[config.mk]
export PLATFORM = sky130hd
export DESIGN_NAME = display_idle_blank_controller
export DESIGN_NICKNAME = d
export VERILOG_FILES = /design/src/dibc_pkg.sv /design/src/display_idle_blank_controller.sv
export SDC_FILE = /design/constraint.sdc
export NUM_CORES = 1
export LEC_CHECK = 0
export ABC_CLOCK_PERIOD_IN_PS = 6500
export BUFFER_PORTS_ARGS = -buffer_cell sky130_fd_sc_hd__buf_2
export CAP_MARGIN = 40
export CELL_PAD_IN_SITES_DETAIL_PLACEMENT = 0
export CELL_PAD_IN_SITES_GLOBAL_PLACEMENT = 1
export CORE_UTILIZATION = 48
export DETAILED_ROUTE_END_ITERATION = 6
export PLACE_DENSITY = 0.87
export SYNTH_ARGS = -nofsm -noshare
export SYNTH_HDL_FRONTEND = slang
export SYNTH_SLANG_ARGS = --single-unit
[constraint.sdc]
create_clock -name clk -period 6.5 [get_ports clk]
set_input_delay 0.65 -clock clk [delete_from_list [all_inputs] [get_ports clk]]
set_output_delay 0.65 -clock clk [all_outputs]
set_load 0.05 [all_outputs]
[src/dibc_pkg.sv]
// Shared constants and codes for the idle blanking controller.
`default_nettype none

package dibc_pkg;

    // Event kinds carried by the kind field
    localparam logic [2:0] KIND_IDLE_CHECK = 3'd0;
    localparam logic [2:0] KIND_USER_INPUT = 3'd1;
    localparam logic [2:0] KIND_BLANK_START = 3'd2;
    localparam logic [2:0] KIND_BLANK_STOP = 3'd3;
    localparam logic [2:0] KIND_IDLE_RESET = 3'd4;
    localparam logic [2:0] KIND_QUIT_REQ = 3'd5;

    // Configuration register indexes
    localparam logic [2:0] CFG_FADE_SECONDS = 3'd0;
    localparam logic [2:0] CFG_BLANK_NOW_CORNER = 3'd1;
    localparam logic [2:0] CFG_NEVER_BLANK_CORNER = 3'd2;
    localparam logic [2:0] CFG_SCREEN_RIGHT = 3'd3;
    localparam logic [2:0] CFG_SCREEN_BOTTOM = 3'd4;

    // Corner codes, unsigned 3 bits; all ones means no corner
    localparam logic [2:0] CORNER_NONE = 3'b111;
    localparam logic [2:0] CORNER_TL = 3'd0;
    localparam logic [2:0] CORNER_TR = 3'd1;
    localparam logic [2:0] CORNER_BR = 3'd2;
    localparam logic [2:0] CORNER_BL = 3'd3;

    localparam int unsigned FADE_US_W = 36;
    localparam logic [19:0] US_PER_S = 20'd1000000;
    localparam logic [63:0] HOT_CORNER_US = 64'd2000000;
    localparam logic [63:0] WAKE_GAP_US = 64'd500000;
    localparam logic [62:0] CORNER_HOLDOFF_US = 63'd5000000;
    localparam logic [11:0] CORNER_SIZE = 12'd3;
    localparam logic [7:0] TAB_CODE = 8'd9;

    localparam logic [11:0] SCREEN_RIGHT_RST = 12'd639;
    localparam logic [11:0] SCREEN_BOTTOM_RST = 12'd479;
    localparam logic [11:0] POINTER_RST = 12'd10;

    // Corner the pointer rests in, or none while the time is within the holdoff
    function automatic logic [2:0] pointer_corner(
        input logic [62:0] now,
        input logic [11:0] col,
        input logic [11:0] row,
        input logic [11:0] right,
        input logic [11:0] bottom
    );
        logic x_lo;
        logic y_lo;
        logic x_hi;
        logic y_hi;
        logic [2:0] c;
        x_lo = col < CORNER_SIZE;
        y_lo = row < CORNER_SIZE;
        // col > right - 3 rewritten without a signed subtract
        x_hi = ({1'b0, col} + {1'b0, CORNER_SIZE}) > {1'b0, right};
        y_hi = ({1'b0, row} + {1'b0, CORNER_SIZE}) > {1'b0, bottom};
        if (now < CORNER_HOLDOFF_US)
            c = CORNER_NONE;
        else if (x_lo && y_lo)
            c = CORNER_TL;
        else if (x_hi && y_lo)
            c = CORNER_TR;
        else if (x_hi && y_hi)
            c = CORNER_BR;
        else if (x_lo && y_hi)
            c = CORNER_BL;
        else
            c = CORNER_NONE;
        return c;
    endfunction

endpackage

`default_nettype wire

[src/display_idle_blank_controller.sv]
// Idle blanking controller: event register, decision logic and result register.
//
// Event words enter on in_valid/in_stall, one result word leaves on
// out_valid/out_stall for every event, in order. A word is taken at a rising
// edge with valid high and stall low. The event is captured in an input
// register, decided by one pass of compare and subtract logic, and written
// with the updated blanker state into the result register, from which it
// can leave; while the receiver does not stall, one event per cycle is
// sustained.
// The idle-timeout product is formed when fade_seconds is written, so the
// per-event path is one 64-bit subtract and compare.
// When the receiver stalls, the result register holds; the input register
// still takes one more event, and in_stall rises only when both are full.
// Configuration writes (cfg_valid/cfg_ready, cfg_ready always high) go to the register given by
// cfg_index; the user must make them while no event is in flight, which the block does not enforce.
// Reset clears the blanker state, sets the pointer to (10,10), the frame to
// 639 x 479, both corners to none and the idle timeout to off, and empties
// both registers.
`default_nettype none

module display_idle_blank_controller
    import dibc_pkg::*;
(
    input  wire logic        clk,
    input  wire logic        rst_n,
    // event channel
    input  wire logic        in_valid,
    output logic             in_stall,
    input  wire logic [2:0]  kind,
    input  wire logic [62:0] time_us,
    input  wire logic [11:0] pointer_x,
    input  wire logic [11:0] pointer_y,
    input  wire logic        is_mouse_move,
    input  wire logic        has_modifiers,
    input  wire logic        ctrl_held,
    input  wire logic        cmd_held,
    input  wire logic        has_char,
    input  wire logic [7:0]  char_code,
    input  wire logic        is_blanker_app,
    input  wire logic [30:0] program_id,
    // result channel
    output logic             out_valid,
    input  wire logic        out_stall,
    output logic             launch_blanker,
    output logic             pass_input,
    output logic             send_quit,
    output logic             quit_status,
    output logic             blanking,
    output logic [62:0]      idle_time_us,
    // configuration channel
    input  wire logic        cfg_valid,
    output logic             cfg_ready,
    input  wire logic [2:0]  cfg_index,
    input  wire logic [15:0] cfg_data
);

    // configuration
    logic [FADE_US_W-1:0] fade_us_reg;
    logic [2:0]           blank_corner_reg;
    logic [2:0]           never_corner_reg;
    logic [11:0]          screen_right_reg;
    logic [11:0]          screen_bottom_reg;

    // blanker state
    logic        blanking_reg, blanking_next;
    logic [62:0] activity_reg, activity_next;
    logic [62:0] wake_reg, wake_next;
    logic [11:0] col_reg, col_next;
    logic [11:0] row_reg, row_next;
    logic [30:0] blanker_id_reg, blanker_id_next;

    // input register
    logic        ev_valid_reg;
    logic [2:0]  ev_kind_reg;
    logic [62:0] ev_time_reg;
    logic [11:0] ev_x_reg;
    logic [11:0] ev_y_reg;
    logic        ev_move_reg;
    logic        ev_mods_reg;
    logic        ev_ctrl_reg;
    logic        ev_cmd_reg;
    logic        ev_has_char_reg;
    logic [7:0]  ev_char_reg;
    logic        ev_blanker_reg;
    logic [30:0] ev_pid_reg;

    // result register
    logic        out_valid_reg;
    logic        launch_reg, launch_next;
    logic        pass_reg, pass_next;
    logic        quit_reg, quit_next;
    logic        qstat_reg, qstat_next;
    logic [62:0] idle_reg, idle_next;

    logic               advance;
    logic               fire;
    logic               in_take;
    logic signed [63:0] since_act;
    logic [2:0]         corner;
    logic               swallow;
    logic               wake_due;
    logic               activity_hit;

    assign advance  = !out_valid_reg || !out_stall;
    assign fire     = ev_valid_reg && advance;
    assign in_stall = ev_valid_reg && !advance;
    assign in_take  = in_valid && !in_stall;
    assign cfg_ready = 1'b1;

    assign since_act = $signed({1'b0, ev_time_reg}) - $signed({1'b0, activity_reg});
    assign corner = pointer_corner(ev_time_reg, col_reg, row_reg,
                                   screen_right_reg, screen_bottom_reg);
    assign wake_due = ({1'b0, wake_reg} + WAKE_GAP_US) < {1'b0, ev_time_reg};

    always_comb
    begin
        blanking_next   = blanking_reg;
        activity_next   = activity_reg;
        wake_next       = wake_reg;
        col_next        = col_reg;
        row_next        = row_reg;
        blanker_id_next = blanker_id_reg;
        launch_next     = 1'b0;
        pass_next       = 1'b0;
        quit_next       = 1'b0;
        qstat_next      = 1'b0;
        swallow         = 1'b0;
        activity_hit    = 1'b0;
        case (ev_kind_reg)
            KIND_IDLE_CHECK:
            begin
                if (!blanking_reg && (never_corner_reg == CORNER_NONE
                                      || corner != never_corner_reg))
                begin
                    if (fade_us_reg != '0
                        && since_act > $signed({28'd0, fade_us_reg}))
                        launch_next = 1'b1;
                    if (blank_corner_reg != CORNER_NONE && corner == blank_corner_reg
                        && since_act > $signed(HOT_CORNER_US))
                        launch_next = 1'b1;
                end
            end
            KIND_USER_INPUT:
            begin
                activity_hit  = 1'b1;
                activity_next = ev_time_reg;
                if (blanking_reg)
                begin
                    // drop the key combinations that switch blankers
                    if (ev_mods_reg)
                    begin
                        if (ev_ctrl_reg && ev_cmd_reg)
                            swallow = 1'b1;
                        else if (ev_has_char_reg && (ev_ctrl_reg || ev_cmd_reg)
                                 && ev_char_reg == TAB_CODE)
                            swallow = 1'b1;
                    end
                    if (!swallow && wake_due)
                    begin
                        quit_next = 1'b1;
                        wake_next = ev_time_reg;
                    end
                end
                if (!swallow)
                begin
                    if (ev_move_reg)
                    begin
                        col_next = ev_x_reg;
                        row_next = ev_y_reg;
                    end
                    pass_next = 1'b1;
                end
            end
            KIND_BLANK_START:
            begin
                if (!blanking_reg && ev_blanker_reg)
                begin
                    blanking_next   = 1'b1;
                    blanker_id_next = ev_pid_reg;
                    wake_next       = ev_time_reg;
                end
            end
            KIND_BLANK_STOP:
            begin
                if (ev_blanker_reg && ev_pid_reg == blanker_id_reg)
                    blanking_next = 1'b0;
            end
            KIND_IDLE_RESET:
            begin
                activity_hit  = 1'b1;
                activity_next = ev_time_reg;
            end
            KIND_QUIT_REQ:
            begin
                if (blanking_reg)
                begin
                    activity_hit  = 1'b1;
                    activity_next = ev_time_reg;
                    quit_next     = 1'b1;
                end
                else
                begin
                    qstat_next = 1'b1;
                end
            end
            default:
            begin
            end
        endcase
        // idle time after the item: zero once activity moves to now or when no time has passed since it
        if (activity_hit || since_act <= 64'sd0)
            idle_next = '0;
        else
            idle_next = since_act[62:0];
    end

    // configuration registers; the timeout product is formed at write time
    always_ff @(posedge clk or negedge rst_n)
    begin
        if (!rst_n)
        begin
            fade_us_reg       <= '0;
            blank_corner_reg  <= CORNER_NONE;
            never_corner_reg  <= CORNER_NONE;
            screen_right_reg  <= SCREEN_RIGHT_RST;
            screen_bottom_reg <= SCREEN_BOTTOM_RST;
        end
        else if (cfg_valid && cfg_ready)
        begin
            case (cfg_index)
                CFG_FADE_SECONDS:
                    fade_us_reg <= FADE_US_W'(cfg_data) * FADE_US_W'(US_PER_S);
                CFG_BLANK_NOW_CORNER:   blank_corner_reg  <= cfg_data[2:0];
                CFG_NEVER_BLANK_CORNER: never_corner_reg  <= cfg_data[2:0];
                CFG_SCREEN_RIGHT:       screen_right_reg  <= cfg_data[11:0];
                CFG_SCREEN_BOTTOM:      screen_bottom_reg <= cfg_data[11:0];
                default:
                begin
                end
            endcase
        end
    end

    // blanker state advances as each event is decided
    always_ff @(posedge clk or negedge rst_n)
    begin
        if (!rst_n)
        begin
            blanking_reg   <= 1'b0;
            activity_reg   <= '0;
            wake_reg       <= '0;
            col_reg        <= POINTER_RST;
            row_reg        <= POINTER_RST;
            blanker_id_reg <= '0;
        end
        else if (fire)
        begin
            blanking_reg   <= blanking_next;
            activity_reg   <= activity_next;
            wake_reg       <= wake_next;
            col_reg        <= col_next;
            row_reg        <= row_next;
            blanker_id_reg <= blanker_id_next;
        end
    end

    // handshake control
    always_ff @(posedge clk or negedge rst_n)
    begin
        if (!rst_n)
        begin
            ev_valid_reg  <= 1'b0;
            out_valid_reg <= 1'b0;
        end
        else
        begin
            if (in_take)
                ev_valid_reg <= 1'b1;
            else if (fire)
                ev_valid_reg <= 1'b0;
            if (advance)
                out_valid_reg <= ev_valid_reg;
        end
    end

    // event payload
    always_ff @(posedge clk)
    begin
        if (in_take)
        begin
            ev_kind_reg     <= kind;
            ev_time_reg     <= time_us;
            ev_x_reg        <= pointer_x;
            ev_y_reg        <= pointer_y;
            ev_move_reg     <= is_mouse_move;
            ev_mods_reg     <= has_modifiers;
            ev_ctrl_reg     <= ctrl_held;
            ev_cmd_reg      <= cmd_held;
            ev_has_char_reg <= has_char;
            ev_char_reg     <= char_code;
            ev_blanker_reg  <= is_blanker_app;
            ev_pid_reg      <= program_id;
        end
    end

    // result payload
    always_ff @(posedge clk)
    begin
        if (fire)
        begin
            launch_reg <= launch_next;
            pass_reg   <= pass_next;
            quit_reg   <= quit_next;
            qstat_reg  <= qstat_next;
            idle_reg   <= idle_next;
        end
    end

    assign out_valid      = out_valid_reg;
    assign launch_blanker = launch_reg;
    assign pass_input     = pass_reg;
    assign send_quit      = quit_reg;
    assign quit_status    = qstat_reg;
    assign blanking       = blanking_reg;
    assign idle_time_us   = idle_reg;

    a_launch_not_blanking: assert property (@(posedge clk) disable iff (!rst_n)
        out_valid && launch_blanker |-> !blanking)
        else $error("launch requested while blanking");

    a_quit_needs_blanking: assert property (@(posedge clk) disable iff (!rst_n)
        out_valid && send_quit |-> blanking && !quit_status)
        else $error("quit sent without a running blanker");

    a_stall_only_when_full: assert property (@(posedge clk) disable iff (!rst_n)
        in_stall |-> ev_valid_reg && out_valid && out_stall)
        else $error("input stalled with room downstream");

    a_event_reaches_output: assert property (@(posedge clk) disable iff (!rst_n)
        fire |=> out_valid)
        else $error("decided event produced no result word");

    a_pass_only_user_input: assert property (@(posedge clk) disable iff (!rst_n)
        fire && ev_kind_reg != KIND_USER_INPUT |=> !pass_input)
        else $error("pass flag set for a non-input event");

endmodule

`default_nettype wire
==> run_results.csv, run 1 <==
group,metric,value,unit
drt,drcViolationCount,0,
cts,cts_buffer_depth,3,
global_route,antenna_found_initial,0,
synth,synth-edff-count,202,
critical_path,slowest_delay,420,ps
drt,num_vias,21620,
critical_path,worstPathArrival,6140,ps
global_route,grtUsageMet3,0.0294,
power_and_ir_drop,p_int,8.27,mW
layout,utilization,0.555,
power_and_ir_drop,vdd_ir_drop_max,319,uV
power_and_ir_drop,combPwrFrac,0.471,
global_route,grt_pass1_wl,119000,um
synth,yosys.area_share.simple,0.126,
synth,synth_fp_nets,3315,
synth,avgSynthCellArea,10.1,um2
floorplan,ioPinCount,230,
power_and_ir_drop,switchingPower,5.71,mW
worst_hold_path,hold_path.class,"in -> async",
critical_path,crit_top_cell,"inv_1",
drt,dr.pass1.iters,5,
critical_path,path_delay_family,"compound AO/OA/AOI/OAI gates",
floorplan,coreArea,0.0580,mm2
cts,cts_resized,0,
synth,synthMuxAreaShare,0.0307,
cts,clk_pin_slew,60,ps
floorplan,dieHeight,245,um
power_and_ir_drop,power_density,434,mW/mm2
placed_design,io_buffers,228,
cts,h-tree-depth,2,
status,status,"completed",
cts,cts_tree,"built",
sta,worstMarginPinSlew,942,ps
power_and_ir_drop,switching_share,0.409,
sta,setup_viol,0,
layout,final_nets,3529,
drt,routed_via_density,5.64,
floorplan,start_util,0.489,
synth,synthFlopType,"dfrtp_1",
global_route,grt_max_degree,151,
synth,ys_seq_elements,446,
sta,max_slew_margin,0.364,
cts,cts_setup_buffers,0,
synth,syn_inst,2813,
layout,n_antenna_cell,0,
global_route,first_global_vias,21923,
floorplan,die-width,245,um
critical_path,path_class,"reg -> reg",
critical_path,worst-path-buf-inv,3,
drt,wl,74300,um
layout,syn_to_final_growth,13.6,%
sta,min_period_over_period,0.874,
placed_design,gp_congestion,0.937,
synth,ys_warn_count,0,
critical_path,required,6960,ps
sta,finClkSkew,37.3,ps
placed_design,dp_hpwl,57400,um
sta,timing.fmax,176,MHz
synth,async_flop_share,0.547,
sta,rsz0062_at_grt,"false",
power_and_ir_drop,power.leakage,14.6,nW
cts,worstSkewPairLatency,610,ps
sta,hold_viol,0,
cts,numClockSinks,446,
synth,synth-compound-area-share,0.136,
drt,antenna_left,0,
global_route,grt_busiest_layer,"met2",
synth,synth_adder_area_share,0.167,
critical_path,crit_path_end_kind,"flop",
critical_path,cp_max_fo,5,
critical_path,critPathLaunchType,"flop",
synth,synth_top_family_by_area,"adder cells",
synth,yosysUniqueCellTypes,81,
sta,period_needed,5680,ps
power_and_ir_drop,seq_power_share,0.308,
sta,finalMaxSlewViolations,0,
synth,synth_xor_area_frac,0.0596,
global_route,grt_overflow_total,0,
run,drv_cap,0,
layout,drive_above_1_share,0.149,
global_route,grt_usage,0.249,
synth,seq_area_frac_synth,0.430,
critical_path,crit_chain,"inv_1 > ha_1 > inv_1 > fa_1 > a211oi_1 > o21ai_1 > a221oi_4 > o31ai_2 > a31oi_4 > o21ai_0 > xnor2_1 > inv_1 > ha_1 > nand4_1 > nor2_1 > nand4_1 > nor3_1 > a211o_1 > o211ai_1 > maj3_1 > maj3_1 > nor2_1 > a31oi_1 > a21oi_1",
cts,cts_made_buffers,51,
cts,cts_hold_buf,0,
drt,drt_iter0_drc,1360,
layout,fillers,5067,
global_route,grt_use_met1,0.340,
drt,wire_per_inst,19.4,um
power_and_ir_drop,clockPowerShare,0.221,
sta,totalNegativeSetupSlack,0,ps
critical_path,crit_slowest_cell,"fa_1",
global_route,use_met2,0.417,
floorplan,rows,88,
synth,syn_area,0.0284,mm2
cts,cts-root-buf,"clkbuf_16",
floorplan,dieArea,0.0601,mm2
-- final timing paths --
kind	to	cells past startpoint	slack, ps	startpoint
worst max-delay path	launch_blanker$_SDFFCE_PN0P_	24	820	ev_time_reg[0]$_DFFE_PP_
worst min-delay path	activity_reg[60]$_DFFE_PN0P_	1	70	rst_n
worst max register to register	launch_blanker$_SDFFCE_PN0P_	24	820	ev_time_reg[0]$_DFFE_PP_
worst min register to register	row_reg[10]$_DFFE_PN0P_	2	460	ev_y_reg[10]$_DFFE_PP_
max in group asynchronous	blanker_id_reg[5]$_DFFE_PN0P_	2	5000	rst_n
min in group clk	ev_pid_reg[11]$_DFFE_PP_	1	210	program_id[11]
-- synth_stat cells (6+ instances only) --
| cell | number | area [um2] |
|---|---|---|
| dfrtp_1 | 218 | 5460 |
| xnor2_1 | 136 | 1190 |
| and3_1 | 23 | 144 |
| nor2_1 | 151 | 567 |
| inv_1 | 286 | 1070 |
| nand3b_1 | 6 | 45.0 |
| nor4_1 | 39 | 244 |
| ha_1 | 287 | 3590 |
| clkbuf_1 | 79 | 297 |
| a21o_1 | 73 | 548 |
| fa_1 | 56 | 1120 |
| a2111oi_0 | 8 | 70.1 |
| nor2b_1 | 29 | 181 |
| o31ai_1 | 9 | 67.6 |
| nand4_1 | 76 | 475 |
| a31oi_1 | 14 | 87.6 |
| a211oi_1 | 18 | 135 |
| o21ai_0 | 188 | 941 |
| nor3_1 | 32 | 160 |
| nand2b_1 | 24 | 150 |
| nand2_1 | 299 | 1120 |
| a211o_1 | 10 | 87.6 |
| edfxtp_1 | 202 | 6070 |
| nand3_1 | 51 | 255 |
| a21oi_1 | 129 | 646 |
| o211ai_1 | 14 | 105 |
| o21bai_1 | 13 | 97.6 |
| xor2_1 | 57 | 499 |
| dfstp_2 | 26 | 683 |
| buf_2 | 7 | 35.0 |
| o22ai_1 | 60 | 375 |
| and2_1 | 7 | 43.8 |
| o21a_1 | 16 | 120 |
| mux2_2 | 73 | 822 |
-- metrics by stage --
stage	total power, mW	setup slack [ps]	area (um2)	cells	hold WS [ps]
after floorplan	9.06	836	28400	2813	354
after global placement	10.6	358	30300	3734	439
after detailed placement	10.9	326	30400	3739	446
after CTS	14.0	863	32200	3834	131
after global routing	15.0	387	32200	3834	138
final	14.0	819	32200	3834	65.9
-- routing by layer --
layer  wire length [um]  up-vias
li1                   -    10397
met1              33800    10535
met2              35400      562
met3               3280      126
met4               1850        0
met5                  0        -
-- worst reg2reg max path: stages, from the launching register on --
cell      delay [ps]
edfxtp_1         400
inv_1            100
ha_1             170
inv_1             60
fa_1             420
a211oi_1         330
o21ai_1          190
a221oi_4         410
o31ai_2          220
a31oi_4          230
o21ai_0          180
xnor2_1          360
inv_1             90
ha_1             310
nand4_1          140
nor2_1           150
nand4_1          140
nor3_1           260
a211o_1          160
o211ai_1          80
maj3_1           360
maj3_1           360
nor2_1           190
a31oi_1           60
a21oi_1          120
-- cell type report --
type,instances,area (um2),share of cell area
Clock inverter,33,422,0.0131
Clock buffer,62,1400,0.0434
Multi-Input combinational cell,1991,14800,0.459
Sequential cell,446,12200,0.379
Tap cell,765,957,0.0297
Inverter,286,1070,0.0333
Timing Repair Buffer,251,1380,0.0429
-- cell families after synthesis --
logic type,Yosys count
compound gates,613
xor+xnor,193
fa+ha+maj,345
buf+inv,376
flops,446
mux,78
other cells,1
simple gates,761
-- cells in the final DEF, fill, tap and decap left out, drive strengths merged, types with 20 or more instances in the layout --
master  Yosys  routed
nand2     299     299
nand4      76      76
nand3      51      51
fa         56      56
nand2b     24      24
o22ai      60      60
o21ai     193     193
nor3       32      32
clkinv      0      20
nor4       39      39
inv       286     286
nor2b      29      29
edfxtp    202     202
clkbuf     79      62
xnor2     136     136
dfstp      26      26
a21o       73      73
nor2      151     151
a21oi     129     129
mux2       73      73
and3       23      23
dfrtp     218     218
xor2       57      57
ha        287     287
buf        11     251
-- power groups by stage --
stage               registers (mW)  clock network [mW]  logic [mW]
global route                  4.38                3.25        7.41
detailed placement            4.34                   0        6.52
global placement              4.31                   0        6.32
CTS                           4.29                3.15        6.57
finish                        4.30                3.09        6.59
floorplan                     4.46                   0        4.61
Note: power is estimated with default switching activity, not from simulation.
==> run 2: changes to the inputs <==
--- a/config.mk
+++ b/config.mk
@@ -8,11 +8,13 @@
 export ABC_CLOCK_PERIOD_IN_PS = 6500
 export BUFFER_PORTS_ARGS = -buffer_cell sky130_fd_sc_hd__buf_2
 export CAP_MARGIN = 40
-export CELL_PAD_IN_SITES_DETAIL_PLACEMENT = 0
-export CELL_PAD_IN_SITES_GLOBAL_PLACEMENT = 1
-export CORE_UTILIZATION = 48
+export CELL_PAD_IN_SITES_DETAIL_PLACEMENT = 1
+export CELL_PAD_IN_SITES_GLOBAL_PLACEMENT = 2
+export CORE_UTILIZATION = 40
 export DETAILED_ROUTE_END_ITERATION = 6
-export PLACE_DENSITY = 0.87
+export MAX_ROUTING_LAYER = met4
+export PLACE_DENSITY = 0.88
+export SLEW_MARGIN = 20
 export SYNTH_ARGS = -nofsm -noshare
 export SYNTH_HDL_FRONTEND = slang
 export SYNTH_SLANG_ARGS = --single-unit
==> run 2 against run 1 <==
Global-route usage down 0.80 points. Sequential share of layout area down 0.25 points. Fmax down 1.6%. Die area up 20%. Total power up 0.77%. Clock power down 4%. Setup slack worse by 91 ps. Via count up 1.6%. Sequential power about the same. Utilization down 9.3 points. Critical path type unchanged. Critical endpoint unchanged.
==> run_results.csv, run 2 (same netlist as run 1, synthesis figures left out) <==
group,metric,value,unit
floorplan,die-width,268,um
run,drv_cap,0,
critical_path,worst-path-buf-inv,3,
layout,mostFrequentLayoutCell,"nand2_1",
global_route,grt_overflow_total,0,
placed_design,post-place-ws,210,ps
sta,worstMarginPinSlew,1020,ps
floorplan,rows,97,
critical_path,slowest_delay,430,ps
cts,h-tree-depth,2,
layout,final_cell_mix,"299 x nand2_1, 287 x ha_1, 285 x inv_1",
layout,syn_to_final_growth,14.3,%
placed_design,gp_congestion,0.961,
worst_hold_path,hold_path.class,"in -> async",
cts,cts_tree,"built",
floorplan,dieArea,0.0720,mm2
floorplan,coreArea,0.0701,mm2
critical_path,cp_max_fo,5,
power_and_ir_drop,power.leakage,14.6,nW
layout,fillers,7926,
drt,routed_via_density,5.47,
floorplan,dieHeight,268,um
sta,finClkSkew,41.8,ps
layout,final_nets,3531,
global_route,first_global_vias,23542,
power_and_ir_drop,power_density,434,mW/mm2
critical_path,r2r_setup_slack,730,ps
placed_design,io_buffers,228,
cts,cts_setup_buffers,0,
sta,min_period_over_period,0.888,
sta,period_needed,5770,ps
cts,cts_hold_buf,0,
critical_path,required,6950,ps
sta,whs,22.7,ps
cts,clk_pin_slew,60,ps
floorplan,start_util,0.404,
critical_path,crit_chain,"inv_1 > ha_1 > inv_1 > fa_1 > a211oi_1 > o21ai_1 > a221oi_4 > o31ai_2 > a31oi_4 > o21ai_0 > xnor2_1 > inv_1 > ha_1 > nand4_1 > nor2_1 > nand4_1 > nor3_1 > a211o_1 > o211ai_1 > maj3_1 > maj3_1 > nor2_1 > a31oi_1 > a21oi_1",
drt,num_vias,21957,
cts,cts_made_buffers,50,
global_route,grt_usage,0.241,
critical_path,crit_path_end_kind,"flop",
cts,cts_resized,0,
critical_path,crit_top_cell,"inv_1",
drt,wire_per_inst,20.8,um
critical_path,crit_slowest_cell,"fa_1",
sta,totalNegativeSetupSlack,0,ps
sta,finalMaxSlewViolations,0,
global_route,grt_pass1_wl,132000,um
cts,numClockSinks,446,
drt,drt_iter0_drc,1106,
global_route,antenna_found_initial,1,
sta,final.setup.worst_slack,728,ps
cts,cts-root-buf,"clkbuf_16",
sta,rsz0062_at_grt,"false",
cts,worstSkewPairLatency,630,ps
critical_path,critPathLaunchType,"flop",
drt,dr.pass1.iters,5,
critical_path,path_delay_family,"compound AO/OA/AOI/OAI gates",
drt,drcViolationCount,0,
sta,hold_viol,0,
power_and_ir_drop,vdd_ir_drop_max,258,uV
sta,max_slew_margin,0.321,
floorplan,ioPinCount,230,
status,status,"completed",
layout,utilization,0.462,
drt,wl,83600,um
global_route,grt_max_degree,158,
layout,drive_above_1_share,0.147,
cts,cts_buffer_depth,3,
sta,timing.fmax,173,MHz
sta,setup_viol,0,
drt,antenna_left,0,
critical_path,worstPathArrival,6230,ps
placed_design,dp_hpwl,65500,um
critical_path,path_class,"reg -> reg",
-- run 2: where the power goes --
part | internal (mW) | leakage [nW] | switching, mW
sequential | 3.72 | 4.94 | 0.602
combinational | 2.71 | 8.80 | 4.08
clock | 1.72 | 0.832 | 1.25
total | 8.15 | 14.6 | 5.93
-- run 2: worst register-to-register path, stage by stage (launching register included) --
cell and delay [ps]:
edfxtp_1 410, inv_1 110, ha_1 180, inv_1 60, fa_1 430, a211oi_1 330
o21ai_1 200, a221oi_4 400, o31ai_2 230, a31oi_4 250, o21ai_0 190, xnor2_1 370
inv_1 80, ha_1 300, nand4_1 130, nor2_1 150, nand4_1 130, nor3_1 280
a211o_1 170, o211ai_1 90, maj3_1 370, maj3_1 360, nor2_1 140, a31oi_1 70
a21oi_1 170
-- run 2: metrics by stage --
stage / area [um2] / std cells / total power [mW]
global placement: 30600 / 3910 / 10.8
floorplan: 28400 / 2813 / 9.06
finish: 32400 / 4012 / 14.1
detailed placement: 30600 / 3914 / 11.1
global route: 32400 / 4012 / 15.2
CTS: 32400 / 4008 / 14.2
-- run 2: layout make-up --
type	count	area, um2	share of cell area
sequential	446	12200	0.376
inverter	286	1070	0.0331
multi-input combinational	1991	14800	0.456
clock inverter	30	385	0.0119
antenna	1	2.50	0.0000771
tap	940	1180	0.0363
timing repair buffer	254	1460	0.0451
clock buffer	64	1350	0.0415
-- run 2: path summary, 6_finish.rpt --
check                           cells after the start                startpoint                      endpoint
worst max-delay path                               24  ev_time_reg[0]$_DFFE_PP_  launch_blanker$_SDFFCE_PN0P_
worst min-delay path                                1                     rst_n  activity_reg[61]$_DFFE_PN0P_
worst max register to register                     24  ev_time_reg[0]$_DFFE_PP_  launch_blanker$_SDFFCE_PN0P_
worst min register to register                      2     ev_y_reg[5]$_DFFE_PP_        row_reg[5]$_DFFE_PN0P_
max in group asynchronous                           2                     rst_n         out_valid$_DFFE_PN0P_
min in group clk                                    1              char_code[0]      ev_char_reg[0]$_DFFE_PP_
-- run 2: layer usage --
metal | global-route usage | up-vias | part of all wire
met5 | - | - | 0
met4 | 0.0623 | 0 | 0.024
met3 | 0.0309 | 109 | 0.043
met2 | 0.401 | 450 | 0.49
met1 | 0.310 | 11003 | 0.45
li1 | - | 10395 | -
==> run 3: changes to the inputs <==
--- a/config.mk
+++ b/config.mk
@@ -5,12 +5,14 @@
 export SDC_FILE = /design/constraint.sdc
 export NUM_CORES = 1
 export LEC_CHECK = 0
+export ABC_AREA = 1
 export ABC_CLOCK_PERIOD_IN_PS = 6500
 export BUFFER_PORTS_ARGS = -buffer_cell sky130_fd_sc_hd__buf_2
 export CAP_MARGIN = 40
 export CELL_PAD_IN_SITES_DETAIL_PLACEMENT = 1
 export CELL_PAD_IN_SITES_GLOBAL_PLACEMENT = 2
-export CORE_UTILIZATION = 40
+export CORE_ASPECT_RATIO = 0.9
+export CORE_UTILIZATION = 37
 export DETAILED_ROUTE_END_ITERATION = 6
 export MAX_ROUTING_LAYER = met4
 export PLACE_DENSITY = 0.88
==> run 3 against run 2 <==
First-iteration DRC count increased by 49%. Combinational power increased by 30%. Non-clock buffer count decreased by 3. Sequential share of layout area decreased by 3.7 points. Setup slack improved by 220 ps.
==> run_results.csv, run 3 <==
group,metric,value,unit
sta,hold_viol,0,
status,status,"completed",
global_route,grt_usage,0.245,
synth,synthFlopType,"dfrtp_1",
sta,finalMaxSlewViolations,0,
placed_design,post-place-ws,621,ps
cts,clk_pin_slew,60,ps
drt,antenna_left,0,
sta,worstMarginPinSlew,1090,ps
critical_path,worstPathArrival,6070,ps
sta,timing.fmax,180,MHz
critical_path,reg2reg_depth,33,
critical_path,path_delay_family,"simple AND/OR/NAND/NOR gates",
placed_design,gp_congestion,0.926,
power_and_ir_drop,power.leakage,18.4,nW
synth,avgSynthCellArea,7.78,um2
cts,numClockSinks,446,
layout,fillers,10364,
drt,wire_per_inst,18.5,um
synth,synth_fp_nets,4540,
placed_design,dp.cells,5348,
placed_design,dp_hpwl,82600,um
critical_path,timing.rr.start,"wake_reg[5]$_DFFE_PN0P_",
synth,yosysMostFrequentCell,"nand2_1",
drt,drt_iter0_drc,1653,
critical_path,critPathLaunchType,"flop",
floorplan,start_util,0.377,
critical_path,crit_path_end_kind,"flop",
synth,syn_area,0.0314,mm2
sta,period_needed,5560,ps
global_route,grt_overflow_total,0,
critical_path,r2r-end,"wake_reg[59]$_DFFE_PN0P_",
floorplan,dieHeight,278,um
critical_path,r2r_setup_slack,940,ps
layout,drive_above_1_share,0.0970,
power_and_ir_drop,vdd_ir_drop_max,238,uV
global_route,first_global_vias,27898,
synth,ys_seq_elements,446,
synth,synth-edff-count,202,
placed_design,io_buffers,228,
power_and_ir_drop,power_density,456,mW/mm2
worst_hold_path,hold_path.class,"in -> async",
floorplan,coreArea,0.0833,mm2
critical_path,crit_slowest_cell,"dfrtp_1",
critical_path,required,7020,ps
critical_path,worst-path-buf-inv,4,
floorplan,ioPinCount,230,
cts,worstSkewPairLatency,640,ps
synth,async_flop_share,0.547,
sta,max_slew_margin,0.270,
layout,final_nets,4788,
layout,syn_to_final_growth,14.4,%
sta,min_period_over_period,0.855,
floorplan,dieArea,0.0860,mm2
drt,drcViolationCount,0,
layout,stdcell_count,5465,
layout,final_cell_mix,"1,106 x nand2_1, 760 x inv_1, 310 x nor2_1",
critical_path,path_class,"reg -> reg",
drt,num_vias,26968,
drt,wl,101000,um
cts,h-tree-depth,2,
cts,cts-root-buf,"clkbuf_16",
drt,dr.pass1.iters,5,
cts,cts_tree,"built",
layout,mostFrequentLayoutCell,"nand2_1",
synth,synth_area_leaders,"edfxtp_1 19%, dfrtp_1 17%, nand2_1 13%",
sta,totalNegativeSetupSlack,0,ps
sta,finClkSkew,35.4,ps
global_route,grt_max_degree,146,
critical_path,slowest_delay,390,ps
drt,routed_via_density,4.93,
cts,cts_buffer_depth,3,
synth,synth_area_leader_cell,"edfxtp_1",
sta,setup_viol,0,
synth,syn_inst,4038,
synth,yosysUniqueCellTypes,53,
global_route,grt_pass1_wl,159000,um
synth,yosys.area.top_type_share,0.193,
sta,final.setup.worst_slack,945,ps
synth,seq_area_frac_synth,0.389,
cts,cts_made_buffers,53,
sta,rsz0062_at_grt,"false",
run,drv_cap,0,
synth,ys_warn_count,0,
critical_path,cp_max_fo,63,
floorplan,die-width,309,um
global_route,antenna_found_initial,11,
floorplan,rows,100,
synth,synth_common_cells,"1,107 x nand2_1, 762 x inv_1, 311 x nor2_1, 287 x ha_1, 224 x nand3_1",
run 3: worst max path at each step:
stage | startpoint | end | slack, ps | cells past startpoint
4_1_cts | wake_reg[5]$_DFFE_PN0P_ | wake_reg[53]$_DFFE_PN0P_ | 690 | 32
2_1_floorplan | cfg_data[0] | fade_us_reg[28]$_DFFE_PN0P_ | 1240 | 20
6_report | wake_reg[5]$_DFFE_PN0P_ | wake_reg[59]$_DFFE_PN0P_ | 940 | 33
3_5_place_dp | cfg_data[0] | fade_us_reg[28]$_DFFE_PN0P_ | 620 | 21
3_3_place_gp | cfg_data[0] | fade_us_reg[28]$_DFFE_PN0P_ | 710 | 21
5_1_grt | wake_reg[5]$_DFFE_PN0P_ | wake_reg[53]$_DFFE_PN0P_ | 170 | 32
run 3: kinds of logic (layout without fill, tap and decap cells):
logic type | Yosys count | count (layout) | share of synthesized area
XOR/XNOR | 140 | 140 | 0.0390
multiplexers | 17 | 17 | 0.00610
adder cells (fa/ha/maj) | 343 | 343 | 0.150
buffers and inverters | 831 | 1124 | 0.101
AO/OA/AOI/OAI | 420 | 420 | 0.0724
flip-flops | 446 | 446 | 0.389
other | 1 | 13 | 0.000119
AND/OR/NAND/NOR | 1840 | 1840 | 0.243
run 3: area by class of cell:
cell class                 count  area (um2)  area share
multi-input combinational   2761       16100       0.447
sequential                   446       12200       0.340
inverter                     773        2910      0.0809
clock buffer                  69        1500      0.0417
timing repair buffer         251        1450      0.0404
tap                         1122        1400      0.0391
clock inverter                31         377      0.0105
antenna                       12        30.0    0.000836
run 3: report_power, final:
group | leakage (nW) | total, mW | internal [mW] | switching (mW)
Sequential | 4.93 | 4.40 | 3.80 | 0.597
Clock | 0.907 | 3.19 | 1.86 | 1.34
Combinational | 12.6 | 8.80 | 2.92 | 5.87
run 3: through the flow:
stage          area [um2]  hold slack [ps]  total power, mW  utilization
2_1_floorplan       31400              354             10.4            -
6_report            35900             74.8             16.4        0.431
5_1_grt             35900              142             17.9        0.431
3_5_place_dp        33900              459             13.2        0.407
3_3_place_gp        33900              460             13.0        0.407
4_1_cts             35800              122             16.6        0.429
run 3: worst register-to-register path: cells and delay by family, from the launching register on:
kind / cells / cell delay (ps)
xor gates and xnor gates: 1 / 150
adders and majority gates: 2 / 490
DFF: 1 / 390
AOI/OAI and AO/OA: 4 / 570
buffers and inverters: 4 / 500
and+or+nand+nor: 22 / 3370
run 3: repair_timing:
action                     in CTS  in global routing
hold buffers                    0                  0
gates resized for setup         0                  1
setup endpoints to repair       0                 26
buffers inserted                0                  0
run 3: routing by layer:
layer,vias to the layer above,GRT usage,wire (um)
li1,13406,-,-
met1,12911,0.329,47300
met2,519,0.380,45700
met3,132,0.0455,5550
met4,0,0.0623,2640
met5,-,-,0
